$ cat config.mk
export PLATFORM = sky130hd
export DESIGN_NAME = mouse_packet_cursor_tracker
export DESIGN_NICKNAME = d
export VERILOG_FILES = /design/src/rtl/mpct_pkg.sv /design/src/rtl/mpct_axis_clamp.sv /design/src/rtl/mouse_packet_cursor_tracker.sv
export SDC_FILE = /design/constraint.sdc
export NUM_CORES = 1
export LEC_CHECK = 0
export BUFFER_PORTS_ARGS = -buffer_cell sky130_fd_sc_hd__buf_2
export CAP_MARGIN = 20
export CELL_PAD_IN_SITES_DETAIL_PLACEMENT = 1
export CELL_PAD_IN_SITES_GLOBAL_PLACEMENT = 2
export CORE_MARGIN = 3
export CORE_UTILIZATION = 35
export CTS_CLUSTER_SIZE = 10
export DETAILED_ROUTE_END_ITERATION = 12
export HOLD_SLACK_MARGIN = 0.08
export PLACE_DENSITY = 0.71
export SYNTH_ARGS = -nofsm -noshare
export SYNTH_HDL_FRONTEND = slang
export SYNTH_SLANG_ARGS = --single-unit
export TNS_END_PERCENT = 1
$ cat constraint.sdc
create_clock -name aclk -period 8.2 [get_ports aclk]
set_input_delay 0.41 -clock aclk [delete_from_list [all_inputs] [get_ports aclk]]
set_output_delay 0.41 -clock aclk [all_outputs]
set_load 0.05 [all_outputs]
$ cat src/rtl/mpct_pkg.sv
// Shared definitions for the mouse packet cursor tracker.
// Holds field widths, register indexes, click codes and packet constants.
// Used by all modules in the rtl folder; depends on nothing else.
package mpct_pkg;

    // Field widths
    localparam int BYTE_W   = 8;
    localparam int POS_W    = 12;
    localparam int PTR_W    = 8;
    localparam int CLICK_W  = 2;
    localparam int LEN_W    = 3;
    localparam int CFG_IDX_W = 3;
    localparam int CFG_DATA_W = 12;

    // Configuration register indexes
    localparam logic [CFG_IDX_W-1:0] REG_PACKET_LENGTH  = 3'd0;
    localparam logic [CFG_IDX_W-1:0] REG_SCREEN_WIDTH   = 3'd1;
    localparam logic [CFG_IDX_W-1:0] REG_SCREEN_HEIGHT  = 3'd2;
    localparam logic [CFG_IDX_W-1:0] REG_POINTER_WIDTH  = 3'd3;
    localparam logic [CFG_IDX_W-1:0] REG_POINTER_HEIGHT = 3'd4;

    // Register reset values
    localparam logic [LEN_W-1:0] RST_PACKET_LENGTH  = 3'd3;
    localparam logic [POS_W-1:0] RST_SCREEN_WIDTH   = 12'd640;
    localparam logic [POS_W-1:0] RST_SCREEN_HEIGHT  = 12'd480;
    localparam logic [PTR_W-1:0] RST_POINTER_WIDTH  = 8'd0;
    localparam logic [PTR_W-1:0] RST_POINTER_HEIGHT = 8'd0;

    // A length register value at or above this selects 4-byte packets.
    localparam logic [LEN_W-1:0] LEN_WHEEL = 3'd4;

    // Bits of the first packet byte
    localparam int SYNC_BIT  = 3;
    localparam int LEFT_BIT  = 0;
    localparam int RIGHT_BIT = 1;

    // Byte positions within a packet
    localparam logic [1:0] POS_HEADER = 2'd0;
    localparam logic [1:0] POS_DX     = 2'd1;
    localparam logic [1:0] POS_DY     = 2'd2;
    localparam logic [1:0] POS_WHEEL  = 2'd3;

    // Click codes
    localparam logic [CLICK_W-1:0] CLICK_NONE  = 2'd0;
    localparam logic [CLICK_W-1:0] CLICK_LEFT  = 2'd1;
    localparam logic [CLICK_W-1:0] CLICK_RIGHT = 2'd2;

endpackage

$ cat src/rtl/mpct_axis_clamp.sv
// One cursor axis: adds a signed byte delta and clamps to the visible range.
// Depends on mpct_pkg for widths.
module mpct_axis_clamp (
    input  logic [mpct_pkg::POS_W-1:0]        pos,
    input  logic signed [mpct_pkg::BYTE_W-1:0] delta,
    input  logic [mpct_pkg::POS_W-1:0]        screen,
    input  logic [mpct_pkg::PTR_W-1:0]        ptr,
    output logic [mpct_pkg::POS_W-1:0]        pos_new
);
    import mpct_pkg::*;

    logic signed [POS_W+1:0] sum;
    logic signed [POS_W+1:0] limit;
    logic signed [POS_W:0]   lim_raw;

    // Upper limit is screen minus pointer, never below zero.
    assign lim_raw = $signed({1'b0, screen}) - $signed({{(POS_W-PTR_W+1){1'b0}}, ptr});
    assign limit   = lim_raw[POS_W] ? '0 : {1'b0, lim_raw};

    // Moved position, wide enough for any sign.
    assign sum = $signed({2'b00, pos}) + {{(POS_W+2-BYTE_W){delta[BYTE_W-1]}}, delta};

    // Clamp to zero below and to the limit above.
    always_comb begin
        priority if (sum[POS_W+1]) begin
            pos_new = '0;
        end else if (sum > limit) begin
            pos_new = limit[POS_W-1:0];
        end else begin
            pos_new = sum[POS_W-1:0];
        end
    end

endmodule

$ cat src/rtl/mouse_packet_cursor_tracker.sv
// Top level of the mouse packet cursor tracker.
// Depends on mpct_pkg and mpct_axis_clamp.
//
// Takes one mouse byte per word on the s_ channel and assembles 3- or
// 4-byte packets; while no packet is under way, bytes with bit 3 clear are
// dropped to resynchronize. Each completed packet yields one word on the
// m_ channel with the clamped cursor position, the click code and the
// wheel byte. A byte is taken every cycle unless the input stalls: it lands
// in an input register, and combinational decode, add and clamp move a
// packet-completing byte from there into the output register.
// The input stalls only while a packet-completing byte waits in the input
// register and the output register still holds a result that the receiver
// has not taken.
// Configuration writes are always ready and should only be issued while no
// byte is in flight.
module mouse_packet_cursor_tracker (
    input  logic                              aclk,
    input  logic                              aresetn,
    input  logic                              s_valid,
    output logic                              s_ready,
    input  logic [mpct_pkg::BYTE_W-1:0]       s_rx_byte,
    output logic                              m_valid,
    input  logic                              m_ready,
    output logic [mpct_pkg::POS_W-1:0]        m_cursor_x,
    output logic [mpct_pkg::POS_W-1:0]        m_cursor_y,
    output logic [mpct_pkg::CLICK_W-1:0]      m_click,
    output logic signed [mpct_pkg::BYTE_W-1:0] m_wheel,
    input  logic                              cfg_valid,
    output logic                              cfg_ready,
    input  logic [mpct_pkg::CFG_IDX_W-1:0]    cfg_index,
    input  logic [mpct_pkg::CFG_DATA_W-1:0]   cfg_data
);
    import mpct_pkg::*;

    // Configuration registers
    logic [LEN_W-1:0] packet_length_reg;
    logic [POS_W-1:0] screen_width_reg;
    logic [POS_W-1:0] screen_height_reg;
    logic [PTR_W-1:0] pointer_width_reg;
    logic [PTR_W-1:0] pointer_height_reg;

    // Input register
    logic              in_valid_reg;
    logic [BYTE_W-1:0] in_byte_reg;

    // Packet state
    logic [1:0]        byte_index_reg;
    logic [1:0]        byte_index_next;
    logic [BYTE_W-1:0] packet_bytes_reg [3];
    logic [POS_W-1:0]  pos_x_reg;
    logic [POS_W-1:0]  pos_y_reg;

    // Output register
    logic                      out_valid_reg;
    logic [POS_W-1:0]          out_x_reg;
    logic [POS_W-1:0]          out_y_reg;
    logic [CLICK_W-1:0]        out_click_reg;
    logic signed [BYTE_W-1:0]  out_wheel_reg;

    // Decode signals
    logic                     len4;
    logic                     drop;
    logic                     complete;
    logic                     store;
    logic                     advance;
    logic [BYTE_W-1:0]        b0;
    logic [BYTE_W-1:0]        b1;
    logic [BYTE_W-1:0]        b2;
    logic signed [BYTE_W-1:0] dx;
    logic signed [BYTE_W-1:0] dy;
    logic [POS_W-1:0]         new_x;
    logic [POS_W-1:0]         new_y;
    logic [CLICK_W-1:0]       click;
    logic [BYTE_W-1:0]        wheel;

    assign cfg_ready = 1'b1;

    // Configuration writes; unknown indexes are ignored.
    always_ff @(posedge aclk) begin
        if (!aresetn) begin
            packet_length_reg  <= RST_PACKET_LENGTH;
            screen_width_reg   <= RST_SCREEN_WIDTH;
            screen_height_reg  <= RST_SCREEN_HEIGHT;
            pointer_width_reg  <= RST_POINTER_WIDTH;
            pointer_height_reg <= RST_POINTER_HEIGHT;
        end else if (cfg_valid) begin
            unique case (cfg_index)
                REG_PACKET_LENGTH:  packet_length_reg  <= cfg_data[LEN_W-1:0];
                REG_SCREEN_WIDTH:   screen_width_reg   <= cfg_data[POS_W-1:0];
                REG_SCREEN_HEIGHT:  screen_height_reg  <= cfg_data[POS_W-1:0];
                REG_POINTER_WIDTH:  pointer_width_reg  <= cfg_data[PTR_W-1:0];
                REG_POINTER_HEIGHT: pointer_height_reg <= cfg_data[PTR_W-1:0];
                default: ;
            endcase
        end
    end

    // Packet position decode for the byte in the input register.
    assign len4 = (packet_length_reg >= LEN_WHEEL);
    assign drop = (byte_index_reg == POS_HEADER) && !in_byte_reg[SYNC_BIT];
    assign complete = !drop && (len4 ? (byte_index_reg == POS_WHEEL)
                                     : (byte_index_reg >= POS_DY));
    assign store = !drop && !complete;

    // The byte moves on unless a result is due and the output is blocked.
    assign advance = in_valid_reg && (!complete || !out_valid_reg || m_ready);
    assign s_ready = !in_valid_reg || advance;

    always_comb begin
        byte_index_next = byte_index_reg;
        if (complete) begin
            byte_index_next = POS_HEADER;
        end else if (store) begin
            byte_index_next = byte_index_reg + 2'd1;
        end
    end

    // Assemble packet fields; the current byte may stand in for the dy byte.
    assign b0 = packet_bytes_reg[POS_HEADER];
    assign b1 = packet_bytes_reg[POS_DX];
    assign b2 = (byte_index_reg == POS_DY) ? in_byte_reg : packet_bytes_reg[POS_DY];
    assign dx = $signed(b1);
    assign dy = $signed(~b2 + 8'd1);
    assign wheel = (len4 && byte_index_reg == POS_WHEEL) ? in_byte_reg : '0;

    // Left button wins over right.
    always_comb begin
        priority if (b0[LEFT_BIT]) begin
            click = CLICK_LEFT;
        end else if (b0[RIGHT_BIT]) begin
            click = CLICK_RIGHT;
        end else begin
            click = CLICK_NONE;
        end
    end

    mpct_axis_clamp u_clamp_x (
        .pos     (pos_x_reg),
        .delta   (dx),
        .screen  (screen_width_reg),
        .ptr     (pointer_width_reg),
        .pos_new (new_x)
    );

    mpct_axis_clamp u_clamp_y (
        .pos     (pos_y_reg),
        .delta   (dy),
        .screen  (screen_height_reg),
        .ptr     (pointer_height_reg),
        .pos_new (new_y)
    );

    // Input register control.
    always_ff @(posedge aclk) begin
        if (!aresetn) begin
            in_valid_reg <= 1'b0;
        end else if (s_ready) begin
            in_valid_reg <= s_valid;
        end
    end

    always_ff @(posedge aclk) begin
        if (s_ready && s_valid) begin
            in_byte_reg <= s_rx_byte;
        end
    end

    // Packet index and cursor state.
    always_ff @(posedge aclk) begin
        if (!aresetn) begin
            byte_index_reg <= POS_HEADER;
            pos_x_reg      <= '0;
            pos_y_reg      <= '0;
        end else if (advance) begin
            byte_index_reg <= byte_index_next;
            if (complete) begin
                pos_x_reg <= new_x;
                pos_y_reg <= new_y;
            end
        end
    end

    // Stored packet bytes need no reset.
    always_ff @(posedge aclk) begin
        if (advance && store && byte_index_reg != POS_WHEEL) begin
            packet_bytes_reg[byte_index_reg] <= in_byte_reg;
        end
    end

    // Output register control.
    always_ff @(posedge aclk) begin
        if (!aresetn) begin
            out_valid_reg <= 1'b0;
        end else if (advance && complete) begin
            out_valid_reg <= 1'b1;
        end else if (m_ready) begin
            out_valid_reg <= 1'b0;
        end
    end

    always_ff @(posedge aclk) begin
        if (advance && complete) begin
            out_x_reg     <= new_x;
            out_y_reg     <= new_y;
            out_click_reg <= click;
            out_wheel_reg <= $signed(wheel);
        end
    end

    assign m_valid    = out_valid_reg;
    assign m_cursor_x = out_x_reg;
    assign m_cursor_y = out_y_reg;
    assign m_click    = out_click_reg;
    assign m_wheel    = out_wheel_reg;

endmodule

==> results of run 1 <==
-- cells by family after synthesis --
group | count (synthesis)
xor+xnor | 39
other cells | 1
mux | 30
buf+inv | 83
compound gates | 209
fa+ha+maj | 78
simple gates | 318
flops | 129
-- cells in the final DEF, fill, tap and decap left out, drive strengths merged, types with 14 or more instances in the layout --
cell type	n
dfxtp	69
xor2	19
a21o	14
inv	61
nor2b	21
nand3	16
clkbuf	18
buf	69
a21boi	30
nor2	68
o21ai	37
a211oi	14
ha	74
nand2	125
o31ai	15
a21oi	34
edfxtp	60
mux2i	22
xnor2	20
nor3	19
-- area by class of cell --
cell class,count,area (sq um)
repair buffers,69,360
inverters,55,206
clock inverters,14,180
multi-input cells,675,4720
flip-flops and latches,129,3180
well taps,313,392
fillers,2676,13400
clock buffers,18,429
-- Yosys cell counts, types with 4 or more instances --
| library cell | n | area [sq um] |
|---|---|---|
| mux2_2 | 6 | 67.6 |
| edfxtp_1 | 60 | 1800 |
| nand2_1 | 125 | 469 |
| o31ai_1 | 13 | 97.6 |
| nand2b_1 | 8 | 50.1 |
| fa_1 | 4 | 80.1 |
| mux2i_1 | 20 | 200 |
| nand3_1 | 16 | 80.1 |
| and2_1 | 9 | 56.3 |
| nand4_1 | 7 | 43.8 |
| dfxtp_1 | 69 | 1380 |
| o21a_1 | 13 | 97.6 |
| and3b_1 | 5 | 43.8 |
| a21boi_0 | 30 | 225 |
| o21bai_1 | 7 | 52.6 |
| clkbuf_1 | 24 | 90.1 |
| ha_1 | 74 | 926 |
| o21ba_2 | 4 | 40.0 |
| a21oi_1 | 33 | 165 |
| inv_1 | 55 | 206 |
| o21ai_0 | 32 | 160 |
| nor3_1 | 18 | 90.1 |
| a211oi_1 | 14 | 105 |
| xnor2_1 | 20 | 175 |
| nor3b_1 | 4 | 30.0 |
| xor2_1 | 18 | 158 |
| a21o_1 | 14 | 105 |
| and3_1 | 12 | 75.1 |
| nor2b_1 | 21 | 131 |
| or2_2 | 8 | 50.1 |
| o211ai_1 | 7 | 52.6 |
| nor2_1 | 67 | 251 |
| or3_1 | 5 | 31.3 |
| a32o_1 | 5 | 50.1 |
-- final timing paths --
path,from,end,slack (ns),depth (start not counted)
setup / recovery,byte_index_reg[0],pos_y_reg[10],2.27,24
hold / removal,s_rx_byte[6],in_byte_reg[6],0.16,1
setup reg to reg,byte_index_reg[0],pos_y_reg[10],2.27,24
hold reg to reg,packet_bytes_reg[0][0],m_click[0],0.45,0
-- layer usage --
layer	vias to the layer above	global-route usage (%)	share of wire [%]
met2	88	29.2	46
met3	17	3.15	2.6
met1	3129	24.8	51
li1	3290	-	-
met5	-	0	0
met4	0	4.97	1.2
-- power by group through the flow --
| stage | Combinational [mW] | Clock, mW | Sequential (mW) |
|---|---|---|---|
| floorplan | 0.109 | 0 | 0.704 |
| global placement | 0.155 | 0 | 0.707 |
| detailed placement | 0.156 | 0 | 0.707 |
| CTS | 0.157 | 0.819 | 0.693 |
| global route | 0.176 | 0.841 | 0.694 |
| finish | 0.155 | 0.798 | 0.693 |
-- through the flow --
stage / setup WS, ns / power, mW / instance area (sq um) / hold slack (ns)
4_1_cts: 2.21 / 1.67 / 9470 / 0.138
3_5_place_dp: 2.24 / 0.863 / 8860 / 0.445
6_report: 2.27 / 1.65 / 9470 / 0.157
3_3_place_gp: 2.35 / 0.862 / 8860 / 0.433
2_1_floorplan: 3.14 / 0.813 / 8210 / 0.427
5_1_grt: 1.64 / 1.71 / 9470 / 0.143
==> summary.md, run 1 <==
| Metric | Value |
|---|---|
| Run status | `finished, final reports clean` |
| Initial Utilization | `35.9%` |
| Total gr overflow | `0` |
| Sink Count | `129` |
| Die Height | `159 um` |
| Layout cell share with drive strength beyond 1 | `14.1%` |
| Worst path bufs/invs | `3` |
| Area grow syn2layout | `15.3%` |
| Int Pwr | `1.23 mW` |
| DP Cell Count | `1241` |
| Share of total power in the clock network | `48.5%` |
| Synth warn | `0` |
| Worst skew pair latency | `0.43 ns` |
| Detailed Route WL | `22.4 mm` |
| Longest Clk Path Bufs | `2` |
| Worst path slowest cell | `ha_1` |
| Max incr delay on CP | `0.59 ns` |
| Most frequent CP cell | `ha_1` |
| Sequential power share | `42.1%` |
| # port buffers | `63` |
| CP Class | `flip-flop to flip-flop` |
| CP Max Fanout | `16` |
| Cell-by-cell trace of the critical path | `inv_1, ha_1, mux2_2, inv_1, ha_1, nand2_1, or3_1, xor2_1, nand2_1, o21ai_0, ha_1, or3_1, o22ai_1, o21bai_1, a21oi_1, xor2_1, inv_1, ha_1, nand4_1, nor4_1, a21oi_2, nor2_4, mux2_4, o31ai_2` |
| PwrDens | `174 nW/um^2` |
| Pleak | `3.64 nW` |
| Post-CTS Hold Buffers | `0` |
| Slew @ Worst Pin | `0.949 ns` |
| Initial antenna violation count | `0` |
| # DRC | `0` |
| Hold WC Path Type | `primary input to flip-flop` |
| Post-synth EDFFs | `60` |
| Mux contribution to synthesized area | `4.18%` |
| RePlAce Congestion | `0.810` |
| # IOs | `65` |
| Chip width | `159 um` |
| CTS buffer count | `17` |
| H-tree depth | `4` |
| Global-route usage over all layers | `18.0%` |
| Worst Skew | `0.0131 ns` |
| Crit path launch type | `flip-flop` |
| Max-slew violations | `0` |
| Number of flip-flops under the largest register name | `18` |
| Worst Path Required | `8.53 ns` |
| Fmax | `0.169 GHz` |
| Largest net degree at the start of global routing | `49` |
| Post-DP HPWL | `17.1 mm` |
| Antenna diodes | `0` |
| Slew margin rel. | `36.7%` |
| Syn Nets | `993` |
| Seq/Total Area, Yosys | `38.8%` |
| Post-synth cell types | `71` |
| Syn avg cell area | `9.25 sq um` |
| Register bit total from synthesis | `129` |
| Final min period | `5.93 ns` |
| Peak VDD IR | `0.113 mV` |
| Row cnt | `55` |
| CTS tree | `yes` |
| Die area | `25300 sq um` |
| CP Capture Type | `flip-flop` |
| Sw Share | `25.3%` |
| Fin cells | `1273` |
| Clock Pin Slew Worst Setup and Hold Paths | `0.07 ns` |
| Cells after synthesis | `887` |
| Pre-Repair DR Iteration Count | `4` |
| DR WL/cell | `17.6 um` |
| Post CTS Setup Buffer Count | `0` |
| Total of max-cap violations | `0` |
| Iteration-0 DRC count of the detailed router | `243` |
| Logic pwr share | `9.4%` |
| Largest family of logic cells by synthesized area | `simple AND/OR/NAND/NOR gates` |
| RSZ-0062 raised after global routing | `false` |
| Post-Synth Simple-Gate Area | `18.5%` |
| Post-Syn Area | `8210 sq um` |
| Post-synthesis compound-gate area fraction | `17.9%` |
| Vias per cell | `5.12` |
| Worst Path Arrival | `6.26 ns` |
| Post-synthesis async set-or-reset flop share | `0%` |
| Fin nets | `1053` |
| Sw power | `0.416 mW` |
| Crit-path leading delay family | `simple AND/OR/NAND/NOR gates` |
| Finish-stage setup viols | `0` |
| Final Cycle Share | `72.3%` |
| Core area | `22800 sq um` |
| Final Hold Fails | `0` |
| Global-route wire length before repair | `36.8 mm` |
| Synth Area in Adders | `12.3%` |
| Post-Synth XOR/XNOR Area | `4.39%` |
| Setup TNS | `0 ns` |
| Dominant synthesized flop cell | `dfxtp_1` |
| Routed Antenna Nets | `0` |
| Via count | `6524` |
| CTS Root Cell | `clkbuf_16` |
| Vias in the first global route | `6782` |
| # resized after CTS | `0` |
| Final Util | `41.4%` |
Power figures use the tool's default switching activity.
==> run 2, diff against run 1 <==
ABC_AREA = 1   (was unset)
CORE_UTILIZATION = 33   (was 35)
PLACE_DENSITY = 0.74   (was 0.71)
clock period = 5.4 ns   (was 8.2 ns; I/O delays follow)
==> run 2 against run 1 <==
Combinational power grew 100%. Maximum frequency increased by 22%. Count of clock-buffer cells in the layout is 1 lower. First-iteration DRC count rose by 22%. Sequential power up 53%. Area after synthesis down 0.66%. Power is 53% higher. Worst setup slack worse by 1.7 ns. Routed wire length is 4.4% lower. Largest cell class unchanged. Largest power group unchanged.
==> summary.md, run 2 <==
| Metric | Value |
|---|---|
| Post-DP HPWL | `16.4 mm` |
| DP Worst Slack | `0.257 ns` |
| Initial antenna violation count | `1` |
| Leading area contributor after synthesis | `edfxtp_1` |
| Logic pwr share | `12.4%` |
| Final Hold Fails | `0` |
| Synth Area in Adders | `12.3%` |
| CP Depth | `25` |
| Setup ws final | `0.545 ns` |
| Slew @ Worst Pin | `0.711 ns` |
| Hold WC Path Type | `primary input to flip-flop` |
| Top cells by count, synth | `inv_1 (172), nand2_1 (165), nor2_1 (80), o21ai_0 (77), a21oi_1 (76)` |
| DR WL/cell | `15.1 um` |
| CP Capture Type | `flip-flop` |
| Post-synthesis async set-or-reset flop share | `0%` |
| Worst Path Required | `5.58 ns` |
| Final min period | `4.85 ns` |
| Dominant synthesized flop cell | `dfxtp_1` |
| Sink Count | `129` |
| Metal-1 WL | `11.6 mm` |
| Post-synthesis compound-gate area fraction | `12.8%` |
| Die area | `26600 sq um` |
| RePlAce Congestion | `0.806` |
| Register bit total from synthesis | `129` |
| Fin cells | `1422` |
| Global-route usage over all layers | `16.7%` |
| Worst Path Arrival | `5.04 ns` |
| Finish-stage setup viols | `0` |
| Layout cell share with drive strength beyond 1 | `15.7%` |
| Clock Pin Slew Worst Setup and Hold Paths | `0.07 ns` |
| Area grow syn2layout | `16.3%` |
| Final Util | `39.7%` |
| Worst path bufs/invs | `5` |
| # port buffers | `63` |
| Ranking of synthesized cells by area | `edfxtp_1 (22%), dfxtp_1 (17%), ha_1 (11%), inv_1 (7.9%), nand2_1 (7.6%)` |
| # fillers | `2935` |
| Run status | `finished, final reports clean` |
| Routed Antenna Nets | `0` |
| CTS buffer count | `17` |
| Reg area | `3180 sq um` |
| Crit-path leading delay family | `simple AND/OR/NAND/NOR gates` |
| Sequential power share | `42.0%` |
| Core area | `23900 sq um` |
| Row cnt | `56` |
| CTS tree | `yes` |
| Post-synth EDFFs | `60` |
| Post-Synth Simple-Gate Area | `22.9%` |
| Chip width | `163 um` |
| Syn Nets | `1126` |
| H-tree depth | `4` |
| # DRC | `0` |
| Multi-input combinational cell area | `4190 sq um` |
| # IOs | `65` |
| Peak VDD IR | `0.175 mV` |
| Post-route cell area | `9480 sq um` |
| DP Cell Count | `1381` |
| Post-Syn Area | `8160 sq um` |
| Global-route wire length before repair | `35.0 mm` |
| Largest net degree at the start of global routing | `69` |
| CP Max Fanout | `13` |
| Worst hold slack | `0.119 ns` |
| Pleak | `4.54 nW` |
| Max-slew violations | `0` |
| CTS Root Cell | `clkbuf_16` |
| Most common cell after layout, fill and taps aside | `inv_1` |
| Setup TNS | `0 ns` |
| CP Class | `flip-flop to flip-flop` |
| Int Pwr | `1.78 mW` |
| Detailed Route WL | `21.4 mm` |
| Longest Clk Path Bufs | `2` |
| Uppermost routed layer | `met5` |
| Worst Reg-to-Reg Cells | `25` |
| RSZ-0062 raised after global routing | `false` |
| Fmax | `0.206 GHz` |
| Cells after synthesis | `1020` |
| Worst path slowest cell | `ha_2` |
| Reg-to-reg slack, setup | `0.55 ns` |
| Antenna diodes | `0` |
| WL met2 | `8.95 mm` |
| Vias per cell | `4.77` |
| Syn avg cell area | `8.00 sq um` |
| Most frequent cells in the layout | `inv_1 (171), nand2_1 (165), nor2_1 (80), o21ai_0 (77), a21oi_1 (76)` |
| Placed Instance Area | `8790 sq um` |
| Post-synth top area share | `22.1%` |
| Post CTS Setup Buffer Count | `0` |
| Tot Pwr | `2.52 mW` |
| Mux contribution to synthesized area | `0%` |
| Max incr delay on CP | `0.34 ns` |
| Fin nets | `1196` |
| Iteration-0 DRC count of the detailed router | `297` |
| Synth warn | `0` |
| Worst skew pair latency | `0.43 ns` |
| Total of max-cap violations | `0` |
| Share of total power in the clock network | `45.5%` |
| Slew margin rel. | `52.4%` |
| CP Launch Point | `byte_index_reg[0]` |
| Pre-Repair DR Iteration Count | `4` |
| Total gr overflow | `0` |
| Sw Share | `29.6%` |
| Initial Utilization | `34.1%` |
| Post-Synth XOR/XNOR Area | `3.13%` |
| Die Height | `163 um` |
| Worst Skew | `0.0118 ns` |
| Final Cycle Share | `89.9%` |
| Sw power | `0.746 mW` |
| Most frequent CP cell | `inv_1` |
| Crit path capture | `m_cursor_y[11]` |
| Crit path launch type | `flip-flop` |
| Vias in the first global route | `6828` |
| Largest family of logic cells by synthesized area | `simple AND/OR/NAND/NOR gates` |
| Seq/Total Area, Yosys | `39.0%` |
| Post-synth cell types | `42` |
| Met3 routed WL | `657 um` |
| Via count | `6779` |
| RR Startpoint | `byte_index_reg[0]` |
| PwrDens | `266 nW/um^2` |
| Number of flip-flops under the largest register name | `18` |
| R2r endpoint | `m_cursor_y[11]` |
| Top-count cell post-synth | `inv_1` |
-- run 2: power by group through the flow --
stage / clock (mW) / combinational (mW) / sequential (mW)
after floorplan: 0 / 0.223 / 1.08
after global placement: 0 / 0.308 / 1.08
after detailed placement: 0 / 0.312 / 1.08
after CTS: 1.18 / 0.318 / 1.06
after global routing: 1.22 / 0.366 / 1.06
final: 1.15 / 0.314 / 1.06
-- run 2: worst reg2reg max path, stage by stage (launching register included) --
cell and delay, ns:
dfxtp_1 0.33, inv_1 0.11, ha_2 0.34, nand2_1 0.10, o21ai_2 0.14, inv_1 0.08, ha_1 0.22, xnor2_1 0.16
inv_1 0.06, ha_1 0.31, or2_2 0.30, nand3b_1 0.09, nand2_1 0.10, a21oi_1 0.22, o21ai_0 0.20, a21oi_1 0.21
xnor2_1 0.17, inv_1 0.07, ha_1 0.31, a21o_1 0.17, a21oi_2 0.12, nand3_2 0.26, nand3_4 0.29, nand2_1 0.09
nand3_1 0.10, inv_1 0.04
-- run 2: per-layer routing --
metal	vias to the layer above	global-route usage (%)
li1	3515	-
met1	3159	24.5
met2	82	25.3
met3	21	2.69
met4	2	4.84
met5	-	0
-- run 2: worst min path at each step --
stage	startpoint	end	slack, ns	cells past startpoint
5_1_grt	cfg_data[9]	screen_width_reg[9]	0.13	3
3_5_place_dp	pointer_width_reg[0]	pointer_width_reg[0]	0.45	2
4_1_cts	cfg_data[3]	screen_height_reg[3]	0.10	3
2_1_floorplan	s_rx_byte[0]	in_byte_reg[0]	0.37	0
3_3_place_gp	pointer_width_reg[0]	pointer_width_reg[0]	0.44	2
6_report	cfg_data[5]	screen_height_reg[5]	0.12	3
-- run 2: what timing repair did --
item,in CTS,in global routing
resized for setup,0,2
hold endpoints to repair,8,0
hold buffers,8,0
setup endpoints to repair,0,24
-- run 2: kinds of logic after synthesis --
kind of cell / count (synthesis)
and+or+nand+nor: 394
xor gates and xnor gates: 27
DFF: 129
buffers and inverters: 203
AOI/OAI and AO/OA: 188
other: 1
adders and majority gates: 78
-- run 2: final cells by class --
cell class              count  share of cell area (%)
repair buffers             81                    5.09
multi-input cells         688                    44.2
clock inverters            15                    1.62
well taps                 319                    4.21
flip-flops and latches    129                    33.6
clock buffers              17                    4.49
inverters                 173                    6.85
==> run 3, diff against run 2 <==
BUFFER_PORTS_ARGS = -buffer_cell sky130_fd_sc_hd__buf_4   (was -buffer_cell sky130_fd_sc_hd__buf_2)
==> run 3 against run 2 <==
Via count fell by 0.83%. Critical endpoint unchanged. Sequential share of layout area down 0.45 points. Routed wire length up 0.37%.
==> summary.md, run 3 (synthesis results as in run 2) <==
| Metric | Value |
|---|---|
| Detailed Route WL | `21.5 mm` |
| Final Cycle Share | `89.6%` |
| Core area | `23900 sq um` |
| Iteration-0 DRC count of the detailed router | `277` |
| Worst hold slack | `0.100 ns` |
| Pre-Repair DR Iteration Count | `5` |
| Cell-by-cell trace of the critical path | `ha_2, nand2_1, o21ai_2, inv_1, ha_1, xnor2_1, inv_1, ha_1, or2_2, nand3b_1, nand2_1, a21oi_1, o21ai_0, a21oi_1, xnor2_1, inv_1, ha_1, a21o_1, a21oi_2, nand3_2, nand3_4, nand2_1, nand3_1, inv_1` |
| Post CTS Setup Buffer Count | `0` |
| Final min period | `4.84 ns` |
| Worst Reg-to-Reg Cells | `24` |
| Hold Path Sink | `screen_height_reg[8]` |
| Chip width | `163 um` |
| Initial Utilization | `34.1%` |
| Via count | `6723` |
| Min-Delay Path Depth | `3` |
| Slew @ Worst Pin | `0.935 ns` |
| CP Capture Type | `flip-flop` |
| WL met2 | `9.03 mm` |
| DP Worst Slack | `0.324 ns` |
| Sw Share | `28.4%` |
| Met3 routed WL | `648 um` |
| Run status | `finished, final reports clean` |
| Worst skew pair latency | `0.43 ns` |
| DR WL/cell | `15.2 um` |
| Placed Instance Area | `8930 sq um` |
| Longest Clk Path Bufs | `2` |
| R2r endpoint | `m_cursor_y[11]` |
| Total gr overflow | `0` |
| H-tree depth | `4` |
| Number of flip-flops under the largest register name | `18` |
| Sw power | `0.722 mW` |
| Hold Crit Start | `cfg_data[8]` |
| Finish-stage setup viols | `0` |
| Clock Pin Slew Worst Setup and Hold Paths | `0.06 ns` |
| Crit path launch type | `flip-flop` |
| CTS Root Cell | `clkbuf_16` |
| Max-slew violations | `0` |
| Final Hold Fails | `0` |
| Metal-1 WL | `11.7 mm` |
| Slew margin rel. | `37.5%` |
| Initial antenna violation count | `0` |
| Routed Antenna Nets | `0` |
| Worst Path Arrival | `5.02 ns` |
| # port buffers | `63` |
| Worst path slowest cell | `dfxtp_1` |
| RePlAce Congestion | `0.809` |
| Vias per cell | `4.74` |
| Most frequent cells in the layout | `inv_1 (171), nand2_1 (165), nor2_1 (80), o21ai_0 (77), a21oi_1 (76)` |
| RSZ-0062 raised after global routing | `false` |
| Fmax | `0.207 GHz` |
| Setup TNS | `0 ns` |
| # IOs | `65` |
| Worst Path Required | `5.58 ns` |
| Global-route wire length before repair | `35.4 mm` |
| CP Max Fanout | `13` |
| Logic pwr share | `12.7%` |
| Die Height | `163 um` |
| Layout cell share with drive strength beyond 1 | `15.4%` |
| Sequential power share | `41.7%` |
| Int Pwr | `1.82 mW` |
| Row cnt | `56` |
| Reg-to-reg slack, setup | `0.56 ns` |
| RR Startpoint | `byte_index_reg[1]` |
| Post-DP HPWL | `16.3 mm` |
| Worst Skew | `0.0140 ns` |
| Peak VDD IR | `0.177 mV` |
| CTS buffer count | `17` |
| Setup ws final | `0.561 ns` |
| Tot Pwr | `2.54 mW` |
| Area grow syn2layout | `17.9%` |
| PwrDens | `264 nW/um^2` |
| Largest net degree at the start of global routing | `69` |
| Most frequent CP cell | `inv_1` |
| CTS tree | `yes` |
| Total of max-cap violations | `0` |
| Post-route cell area | `9610 sq um` |
| Global-route usage over all layers | `16.9%` |
| # DRC | `0` |
| Die area | `26600 sq um` |
| CP Class | `flip-flop to flip-flop` |
| Hold WC Path Type | `primary input to flip-flop` |
| Vias in the first global route | `6790` |
| Pleak | `4.57 nW` |
| Max incr delay on CP | `0.42 ns` |
| Most common cell after layout, fill and taps aside | `inv_1` |
| Uppermost routed layer | `met4` |
| Fin nets | `1193` |
| Sink Count | `129` |
| Antenna diodes | `0` |
| Share of total power in the clock network | `45.6%` |
## run 3: layout make-up
class / count / area (sq um)
inverter: 173 / 649
timing repair buffer: 78 / 608
fill: 2897 / 14300
sequential: 129 / 3180
multi-input combinational: 688 / 4190
tap: 319 / 399
clock inverter: 15 / 159
clock buffer: 17 / 425
## run 3: timing repair
item                                   CTS  global route
setup endpoints to repair                0            24
hold buffers                             9             0
endpoints found under the hold margin    9             0
gates resized for setup                  0             2
## run 3: through the flow
step / cells / util, %
4_1_cts: 1419 / 40.2
5_1_grt: 1419 / 40.2
3_5_place_dp: 1378 / 37.4
6_report: 1419 / 40.2
2_1_floorplan: 1020 / -
3_3_place_gp: 1378 / 37.4
## run 3: worst max path at each step
stage	start	endpoint	slack [ns]	cells after the start
3_5_place_dp	byte_index_reg[0]	m_cursor_y[11]	0.32	25
2_1_floorplan	byte_index_reg[0]	m_cursor_y[6]	1.21	27
6_report	byte_index_reg[1]	m_cursor_y[11]	0.56	24
3_3_place_gp	byte_index_reg[0]	m_cursor_y[11]	0.44	25
5_1_grt	byte_index_reg[1]	m_cursor_y[10]	0.08	24
4_1_cts	byte_index_reg[1]	m_cursor_y[11]	0.27	24
## run 3: layer usage
layer  track usage [%]  vias to the layer above
li1                  -                     3497
met1              25.3                     3119
met2              25.1                       92
met3              2.84                       15
met4              4.61                        0
met5                 0                        -
## run 3: worst max-delay path: cells and delay by family (launching register included)
family | cells | cell delay, ns
AND/OR/NAND/NOR | 8 | 1.35
adder cells (fa/ha/maj) | 4 | 1.24
AO/OA/AOI/OAI | 6 | 0.98
flip-flops | 1 | 0.42
XOR/XNOR | 2 | 0.35
buffers and inverters | 4 | 0.25
## run 3: power by group through the flow
stage / sequential [mW] / combinational, mW / clock [mW]
6_report: 1.06 / 0.322 / 1.16
2_1_floorplan: 1.08 / 0.223 / 0
4_1_cts: 1.06 / 0.326 / 1.19
3_3_place_gp: 1.08 / 0.313 / 0
5_1_grt: 1.06 / 0.374 / 1.24
3_5_place_dp: 1.08 / 0.318 / 0
